## src/hdl/gia_pkg.sv

```systemverilog
// ----------------------------------------------------------------------------
// gia_pkg
// Shared op codes, status codes, operand slot and product slot names for the interval ALU.
// ----------------------------------------------------------------------------
`default_nettype none

package gia_pkg;

  // Operation codes carried by each request
  typedef enum logic [2:0] {
    OP_ADD   = 3'd0,
    OP_SUB   = 3'd1,
    OP_MUL   = 3'd2,
    OP_DIV   = 3'd3,
    OP_HULL  = 3'd4,
    OP_ISECT = 3'd5
  } op_t;

  // Result status codes
  typedef enum logic [1:0] {
    ST_OK      = 2'd0,
    ST_DIVZERO = 2'd1,
    ST_INVALID = 2'd2,
    ST_OVF     = 2'd3
  } status_t;

  // Operand slots: first/second interval, lower/upper bound
  localparam logic [1:0] SLOT_A1 = 2'd0;
  localparam logic [1:0] SLOT_A2 = 2'd1;
  localparam logic [1:0] SLOT_B1 = 2'd2;
  localparam logic [1:0] SLOT_B2 = 2'd3;

  // End-point product slots
  localparam logic [1:0] P11 = 2'd0;
  localparam logic [1:0] P12 = 2'd1;
  localparam logic [1:0] P21 = 2'd2;
  localparam logic [1:0] P22 = 2'd3;

endpackage

`default_nettype wire

```

## src/hdl/gia_finish.sv

```systemverilog
// ----------------------------------------------------------------------------
// gia_finish
// Result selection (multiply sign-class table, quotients, simple bounds),
// saturation, and the output register with a skid entry.
// ----------------------------------------------------------------------------
`default_nettype none

module gia_finish #(
  parameter int W = 32,
  parameter int F = 16
) (
  input  logic                   clk,
  input  logic                   rst,
  input  logic                   in_v,
  input  gia_pkg::op_t           op,
  input  gia_pkg::status_t       st,
  input  logic [W:0]             slo,
  input  logic [W:0]             shi,
  input  logic [1:0][W+F:0]      quo,
  input  logic [3:0][2*W-F:0]    prod,
  input  logic [3:0]             sgn,
  input  logic                   res_stall,
  output logic                   en,
  output logic                   res_valid,
  output logic [W-1:0]           r_lo,
  output logic [W-1:0]           r_hi,
  output logic [1:0]             status
);
  import gia_pkg::*;

  localparam int PR  = 2 * W - F + 1;
  localparam int QW  = W + F + 1;
  localparam int RW0 = (PR > QW) ? PR : QW;
  localparam int RW  = (RW0 > W + 1) ? RW0 : W + 1;

  logic [1:0]      li, hi;
  logic            mzero;
  logic [RW-1:0]   lo_n, hi_n;
  logic            s_v;
  status_t         s_st;
  logic [RW-1:0]   s_lo, s_hi;
  logic [W-1:0]    lo_sat, hi_sat, sk_lo, sk_hi;
  logic            lo_ok, hi_ok;
  logic [1:0]      st_n, sk_st;
  logic            sk_v;
  logic            take;

  // Product slot signed compare
  function automatic logic plt(input logic [3:0][2*W-F:0] p, input logic [1:0] i,
                               input logic [1:0] j);
    plt = $signed(p[i]) < $signed(p[j]);
  endfunction

  // Multiply table over the bound sign classes
  always_comb begin
    li    = P11;
    hi    = P22;
    mzero = 1'b0;
    case (sgn[0 +: 4] == 4'b0 ? 4'd0 : {sgn[0], sgn[1], sgn[2], sgn[3]})
      4'd0:  begin li = P11; hi = P22; end
      4'd1:  begin li = P11; hi = P12; end
      4'd2:  begin li = P21; hi = P22; end
      4'd3:  begin li = P21; hi = P12; end
      4'd4:  begin li = P11; hi = P21; end
      4'd5:  begin
        li = plt(prod, P22, P11) ? P11 : P22;
        hi = plt(prod, P12, P21) ? P12 : P21;
      end
      4'd6:  mzero = 1'b1;
      4'd7:  begin li = P22; hi = P12; end
      4'd8:  begin li = P12; hi = P22; end
      4'd9:  mzero = 1'b1;
      4'd10: begin
        li = plt(prod, P21, P12) ? P21 : P12;
        hi = plt(prod, P11, P22) ? P22 : P11;
      end
      4'd11: begin li = P21; hi = P11; end
      4'd12: begin li = P12; hi = P21; end
      4'd13: begin li = P22; hi = P21; end
      4'd14: begin li = P12; hi = P11; end
      default: begin li = P22; hi = P11; end
    endcase
  end

  // Select the bounds for this op
  always_comb begin
    unique case (op) inside
      OP_ADD, OP_SUB, OP_HULL, OP_ISECT: begin
        lo_n = RW'($signed(slo));
        hi_n = RW'($signed(shi));
      end
      OP_MUL: begin
        lo_n = mzero ? '0 : RW'($signed(prod[li]));
        hi_n = mzero ? '0 : RW'($signed(prod[hi]));
      end
      OP_DIV: begin
        lo_n = (st == ST_OK) ? RW'($signed(quo[0])) : '0;
        hi_n = (st == ST_OK) ? RW'($signed(quo[1])) : '0;
      end
      default: begin
        lo_n = '0;
        hi_n = '0;
      end
    endcase
  end

  // Select stage
  always_ff @(posedge clk) begin
    if (rst) begin
      s_v <= 1'b0;
    end else if (en) begin
      s_v <= in_v;
    end
  end

  always_ff @(posedge clk) begin
    if (en) begin
      s_lo <= lo_n;
      s_hi <= hi_n;
      s_st <= st;
    end
  end

  // Saturate to the bound width
  assign lo_ok  = s_lo[RW-1:W-1] == {(RW-W+1){s_lo[RW-1]}};
  assign hi_ok  = s_hi[RW-1:W-1] == {(RW-W+1){s_hi[RW-1]}};
  assign lo_sat = lo_ok ? s_lo[W-1:0] : {s_lo[RW-1], {(W-1){!s_lo[RW-1]}}};
  assign hi_sat = hi_ok ? s_hi[W-1:0] : {s_hi[RW-1], {(W-1){!s_hi[RW-1]}}};
  assign st_n   = (s_st != ST_OK) ? s_st : ((lo_ok && hi_ok) ? ST_OK : ST_OVF);

  // Output register with a skid entry; hold the pipeline while the skid is full
  assign en   = !sk_v;
  assign take = !res_valid || !res_stall;

  always_ff @(posedge clk) begin
    if (rst) begin
      res_valid <= 1'b0;
      sk_v      <= 1'b0;
    end else if (take) begin
      res_valid <= sk_v || s_v;
      sk_v      <= 1'b0;
    end else if (en && s_v) begin
      sk_v      <= 1'b1;
    end
  end

  always_ff @(posedge clk) begin
    if (take) begin
      r_lo   <= sk_v ? sk_lo : lo_sat;
      r_hi   <= sk_v ? sk_hi : hi_sat;
      status <= sk_v ? sk_st : st_n;
    end else if (en && s_v) begin
      sk_lo <= lo_sat;
      sk_hi <= hi_sat;
      sk_st <= st_n;
    end
  end

endmodule

`default_nettype wire
```

## config.mk

```make
export PLATFORM = sky130hd
export DESIGN_NAME = gia_finish
export DESIGN_NICKNAME = d
export VERILOG_FILES = /design/src/hdl/gia_pkg.sv /design/src/hdl/gia_finish.sv
export SDC_FILE = /design/constraint.sdc
export NUM_CORES = 1
export LEC_CHECK = 0
export BUFFER_PORTS_ARGS = -buffer_cell sky130_fd_sc_hd__buf_2
export CAP_MARGIN = 10
export CORE_ASPECT_RATIO = 0.5
export CORE_UTILIZATION = 40
export CTS_CLUSTER_DIAMETER = 60
export DETAILED_ROUTE_END_ITERATION = 12
export PLACE_DENSITY = 0.67
export SETUP_SLACK_MARGIN = 0.15
export SLEW_MARGIN = 20
export SYNTH_ARGS = -nofsm -noshare
export SYNTH_HDL_FRONTEND = slang
export SYNTH_SLANG_ARGS = --single-unit
```

## constraint.sdc

```tcl
create_clock -name clk -period 18.55 [get_ports clk]
set_input_delay 2.7825 -clock clk [delete_from_list [all_inputs] [get_ports clk]]
set_output_delay 2.7825 -clock clk [all_outputs]
set_load 0.02 [all_outputs]
```

# After elaboration in Yosys (flattened, before gate mapping)
# Index checks and enable logic that the tools add are counted.
# totals
regBits,235
word_cells,89
input_bits,373
# op_classes
magnitude_cmp,6
n_reduce_logical,24
n_mux,25
bitwise_logic,1
n_eq_ne,21
# op_table
cell,count
49-bit 2-to-1 mux,6
49-bit one-hot mux with 3 select lines,2
49-bit binary-select mux with 2-bit select,2
49-bit less-than comparator,4
32-bit 2-to-1 mux,4
17-bit equality test,2
4-bit equality test (second input constant),7
2-bit one-hot mux with 5 select lines,2
4-bit by 3-bit equality test with 1-bit output (second input constant),4
2-bit 2-to-1 mux,7
3-bit OR reduction,4
5-bit OR reduction,2
4-bit by 2-bit equality test with 1-bit output (second input constant),2
4-bit logical NOT,2
3-bit by 2-bit equality test with 1-bit output (second input constant),2
3-bit equality test (second input constant),2
2-bit by 3-bit less-than comparator with 1-bit output (second input constant),2
1-bit logical NOT,5
4-bit by 1-bit equality test with 1-bit output (second input constant),1
4-bit 2-to-1 mux,1
2-bit OR reduction,2
4-bit OR reduction,1
3-bit by 1-bit equality test with 1-bit output (second input constant),1
3-bit logical NOT,1
7 further kinds,9

# Longest topological paths before layout
# depth
depth_word,9
depth_mapped,14

# Worst setup path after synthesis
# OpenSTA, ideal clock, no wires.
# synth_path
kind,input -> register
from,input port res_stall
to,"register sk_hi[0], enable pin"
path_stages,2
path_slack_ns,8.703
setup_time_ns,0.585
arrival_ns,9.262
cell_sequence,nand2_1 > nor3b_1
# synth_via
elab_chain_len,4
# synth_lines
element,line,text
start: declaration,gia_finish.sv:22,"input logic res_stall,"
1-bit logical NOT,gia_finish.sv:133,assign take = !res_valid || !res_stall;
1-bit logical OR,gia_finish.sv:133,
1-bit inverter (no line),n/a,
2-bit AND reduction (no line),n/a,
end signal: assignment,gia_finish.sv:154,sk_hi <= hi_sat;
end: declaration,gia_finish.sv:42,"logic [W-1:0] lo_sat, hi_sat, sk_lo, sk_hi;"
# No other way between the ends.
# A chain may end at the register's enable or synchronous reset.

# Worst setup path in the final report
# layout_path
from,input port prod[53] (netlist bit)
to,"register s_hi[13], data pin"
# layout_via
elab_chain_len,7
# layout_lines
element,line,text
start: declaration,gia_finish.sv:20,"input logic [3:0][2*W-F:0] prod,"
49-bit less-than comparator,gia_finish.sv:51,plt = $signed(p[i]) < $signed(p[j]);
2-bit 2-to-1 mux,gia_finish.sv:67,"hi = plt(prod, P12, P21) ? P12 : P21;"
2-bit one-hot mux with 5 select lines,gia_finish.sv:59,"case (sgn[0 +: 4] == 4'b0 ? 4'd0 : {sgn[0], sgn[1], sgn[2], sgn[3]})"
49-bit binary-select mux with 2-bit select,gia_finish.sv:94,hi_n = mzero ? '0 : RW'($signed(prod[hi]));
49-bit 2-to-1 mux (implied by the code),gia_finish.sv:94,
49-bit 2-to-1 mux,gia_finish.sv:94,
49-bit one-hot mux with 3 select lines,gia_finish.sv:87,unique case (op) inside
via hi_n[13],gia_finish.sv:38,"logic [RW-1:0] lo_n, hi_n;"
end signal: assignment,gia_finish.sv:119,s_hi <= hi_n;
end: declaration,gia_finish.sv:41,"logic [RW-1:0] s_lo, s_hi;"
# The timed path passes the listed nets, and every way through them passes these cells. The select of a mux whose other input is x is not followed.

==> flow_results.xml <==
<?xml version="1.0" encoding="UTF-8"?>
<metrics>
  <group name="logic_synthesis">
    <metric name="adder_cell_share_of_the_synthesized_area" unit="%">8.21</metric>
    <metric name="dominantRegCellSynth" unit="">edfxtp_1</metric>
    <metric name="synth-edff-count" unit="">232</metric>
    <metric name="post_synth_and_or_nand_nor_area_fraction" unit="%">6.18</metric>
    <metric name="synth-compound-area-share" unit="%">19.6</metric>
    <metric name="synth_nets" unit="">1828</metric>
    <metric name="avgSynthCellArea" unit="um2">11.0</metric>
    <metric name="yosys.area_share.xor_xnor" unit="%">0</metric>
    <metric name="seq_area_frac_synth" unit="%">47.1</metric>
    <metric name="ys.warnings.count" unit="">0</metric>
    <metric name="synth.mux.area_fraction" unit="%">11.6</metric>
    <metric name="synth_top_family_by_area" unit="">compound AO/OA/AOI/OAI gates</metric>
    <metric name="synth_seq_cells" unit="">235</metric>
    <metric name="yosysUniqueCellTypes" unit="">60</metric>
    <metric name="synthArstFlopShare" unit="%">0</metric>
    <metric name="cell_area_after_technology_mapping" unit="mm2">0.0149</metric>
    <metric name="synthCells" unit="">1357</metric>
  </group>
  <group name="timing">
    <metric name="highest_clock_frequency_the_design_can_meet" unit="MHz">150</metric>
    <metric name="grt_setup_unrepaired" unit="">no</metric>
    <metric name="setup_slack" unit="ps">11880</metric>
    <metric name="worst_clock_skew" unit="ps">12.8</metric>
    <metric name="hold_violations" unit="">0</metric>
    <metric name="report.final.slew_viol_count" unit="">0</metric>
    <metric name="worst_slew_pin_slew" unit="ps">1130</metric>
    <metric name="relSlewSlack" unit="%">24.5</metric>
    <metric name="layout_worst_path_cycle_share" unit="%">36.0</metric>
    <metric name="setup-tns-final" unit="ps">0</metric>
    <metric name="finalWorstPathRequiredPeriod" unit="ps">6670</metric>
    <metric name="timing.final.setup_violations" unit="">0</metric>
  </group>
  <group name="clock_network">
    <metric name="cts-hold-fix-buffers" unit="">0</metric>
    <metric name="clock_insertion_delay_worst_skew" unit="ps">540</metric>
    <metric name="clk_pin_slew" unit="ps">60</metric>
    <metric name="cts.sinks" unit="">235</metric>
    <metric name="post_cts_setup_buffer_count" unit="">0</metric>
    <metric name="ctsHtreeMaxLevel" unit="">1</metric>
    <metric name="cts-buffers-inserted" unit="">24</metric>
    <metric name="tritoncts" unit="">done</metric>
    <metric name="clockRootBuffer" unit="">clkbuf_16</metric>
    <metric name="postCtsResizedCells" unit="">0</metric>
    <metric name="ctsLongestPathBuffers" unit="">3</metric>
  </group>
  <group name="worst_setup_path">
    <metric name="origin_of_the_critical_flop_to_flop_path" unit="">s_hi[48]</metric>
    <metric name="critical_path.max_stage_delay" unit="ps">850</metric>
    <metric name="worst_ep_arrival_time" unit="ps">6930</metric>
    <metric name="cp_top_family" unit="">compound AO/OA/AOI/OAI gates</metric>
    <metric name="critical-path-slowest-cell" unit="">buf_4</metric>
    <metric name="startpoint" unit="">prod[53]</metric>
    <metric name="worst-path-max-fanout" unit="">56</metric>
    <metric name="worstSetupPathType" unit="">in2reg</metric>
    <metric name="worstSetupEndpointType" unit="">flip-flop</metric>
    <metric name="worst_ep_required_time" unit="ps">18810</metric>
    <metric name="cp_cell_sequence" unit="">buf_2, inv_1, ha_1, a21oi_1, o21ai_0, a2111oi_0, o2bb2ai_1, or3_1, nand3_1, a221o_4, buf_4, mux2i_1, o221ai_1</metric>
    <metric name="critical_path_buf_inv_count" unit="">3</metric>
    <metric name="worstSetupStartpointType" unit="">input pin</metric>
  </group>
  <group name="finish">
    <metric name="area_of_the_multi_input_gates" unit="mm2">0.00690</metric>
    <metric name="layout.cells.most_common_list" unit="">440 x buf_2, 232 x edfxtp_1, 168 x inv_1</metric>
    <metric name="post_route_cells_drive_above_1_share" unit="%">32.7</metric>
    <metric name="final_nets" unit="">2220</metric>
    <metric name="fillCellCount" unit="">3306</metric>
    <metric name="area_growth_synth_to_finish" unit="%">22.6</metric>
    <metric name="mostFrequentLayoutCell" unit="">buf_2</metric>
    <metric name="final-seq-area" unit="mm2">0.00703</metric>
  </group>
  <group name="route">
    <metric name="wl" unit="um">54900</metric>
    <metric name="vias_per_cell" unit="">6.00</metric>
    <metric name="antenna_violating_nets_post_route" unit="">0</metric>
    <metric name="route.detailed.drc" unit="">0</metric>
    <metric name="drt_iter0_markers" unit="">1536</metric>
    <metric name="dr_total_vias" unit="">13500</metric>
    <metric name="drt_pre_antenna_iters" unit="">8</metric>
    <metric name="post_drt_wl_per_cell" unit="um">24.4</metric>
  </group>
  <group name="die">
    <metric name="placement_rows" unit="">49</metric>
    <metric name="ioPinCount" unit="">441</metric>
    <metric name="die_outline_height" unit="um">139</metric>
    <metric name="dieArea" unit="mm2">0.0382</metric>
    <metric name="dieWidth" unit="um">275</metric>
    <metric name="floorplan.initialDensity" unit="%">41.1</metric>
    <metric name="fp.coreArea" unit="mm2">0.0364</metric>
  </group>
  <group name="global_routing">
    <metric name="grt_max_degree" unit="">71</metric>
    <metric name="total_routing_resource_utilization_after_global_routing" unit="%">28.0</metric>
    <metric name="grt_remaining_overflow" unit="">0</metric>
    <metric name="via_count_of_the_first_global_routing_pass" unit="">12900</metric>
    <metric name="antenna_found_initial" unit="">11</metric>
    <metric name="global_route_wire_length_before_repair" unit="um">80300</metric>
  </group>
  <group name="worst_hold_path">
    <metric name="hold_path.class" unit="">reg2reg</metric>
    <metric name="min_from" unit="">s_v</metric>
  </group>
  <group name="place">
    <metric name="dpl.hpwl" unit="um">40800</metric>
    <metric name="numPortBuffers" unit="">440</metric>
    <metric name="gpl.final_weighted_congestion" unit="">0.949</metric>
    <metric name="post-place-ws" unit="ps">11370</metric>
  </group>
  <group name="run">
    <metric name="max_cap_viols" unit="">0</metric>
  </group>
  <group name="power">
    <metric name="power.share.switching" unit="%">28.7</metric>
    <metric name="comb_power_share" unit="%">21.1</metric>
    <metric name="sequentialPowerShare" unit="%">45.5</metric>
    <metric name="net-switching-power" unit="mW">0.409</metric>
    <metric name="power_frac_clock" unit="%">33.4</metric>
    <metric name="static_leakage" unit="nW">7.94</metric>
    <metric name="vdd.ir_drop.worst" unit="mV">0.0505</metric>
    <metric name="power_density" unit="mW/mm2">77.8</metric>
    <metric name="internal_power" unit="mW">1.01</metric>
  </group>
  <group name="run_status">
    <metric name="outcome" unit="">completed</metric>
  </group>
</metrics>
-- sequential cells by signal, indices dropped and copies added, names as in the netlist --
register   flops
s_v            1
sk_st          2
sk_lo         32
s_st           2
r_lo          32
s_lo          49
sk_hi         32
r_hi          32
res_valid      1
s_hi          49
status         2
sk_v           1
-- power groups by stage --
| stage | clock network (mW) | logic [mW] | registers, mW |
|---|---|---|---|
| global route | 0.500 | 0.324 | 0.651 |
| finish | 0.475 | 0.301 | 0.648 |
| CTS | 0.481 | 0.297 | 0.648 |
| floorplan | 0 | 0.154 | 0.670 |
| detailed placement | 0 | 0.295 | 0.659 |
| global placement | 0 | 0.291 | 0.659 |
-- worst paths after layout --
path | cells past startpoint | slack [ps] | endpoint
min | 2 | 530 | s_v
min reg2reg | 2 | 530 | s_v
max reg2reg | 8 | 15190 | r_hi[30]
max | 13 | 11880 | s_hi[13]
-- worst register-to-register path, stage by stage, from the launching register on --
cell and delay, ps:
edfxtp_1 640, or4_1 620, nor4_1 270, o22ai_2 110, buf_4 260, nand2b_1 450
buf_6 250, o21ai_0 200, mux2_2 310
-- layout make-up --
type                       instances  share of cell area [%]
clock buffer                      29                    3.38
antenna                            9                   0.123
multi-input combinational        856                    37.7
tap                              484                    3.31
timing repair buffer             462                    13.0
sequential                       235                    38.4
clock inverter                    11                   0.636
inverter                         170                    3.51
-- per-layer routing --
metal | wire, um | GRT usage, % | part of all wire, %
met1 | 23100 | 38.7 | 42
met2 | 25200 | 43.7 | 46
met3 | 4610 | 5.85 | 8.4
met4 | 1990 | 9.04 | 3.6
met5 | 0 | 0 | 0
-- cell families (layout without fill, tap and decap cells) --
logic type	after synthesis	in the layout
AO/OA/AOI/OAI	403	403
AND/OR/NAND/NOR	190	190
other	0	9
flip-flops	235	235
buffers and inverters	266	672
multiplexers	165	165
adder cells (fa/ha/maj)	98	98
-- cell usage after synthesis, types with 29 or more instances --
cell / instances / area share (%)
o211ai_1: 51 / 2.6
mux2i_1: 99 / 6.6
ha_1: 98 / 8.2
a21oi_1: 61 / 2.0
mux2_2: 66 / 5.0
edfxtp_1: 232 / 47
clkbuf_1: 72 / 1.8
inv_1: 169 / 4.2
a222oi_1: 32 / 2.1
nand2_1: 83 / 2.1
a32oi_1: 48 / 2.8
o221ai_1: 50 / 2.9
nand4_1: 29 / 1.2
o21ai_0: 76 / 2.5
a22oi_1: 33 / 1.7
-- stage by stage --
step / utilization [%] / std cells / area (um2) / power [mW] / hold WS, ps
2_1_floorplan: - / 1357 / 14900 / 0.824 / 479
3_3_place_gp: 48.2 / 2206 / 17500 / 0.949 / 497
3_5_place_dp: 48.2 / 2206 / 17500 / 0.954 / 516
4_1_cts: 50.2 / 2246 / 18300 / 1.43 / 534
5_1_grt: 50.3 / 2256 / 18300 / 1.48 / 560
6_report: 50.3 / 2256 / 18300 / 1.42 / 534
No activity file was read; power rests on OpenSTA's default activity.
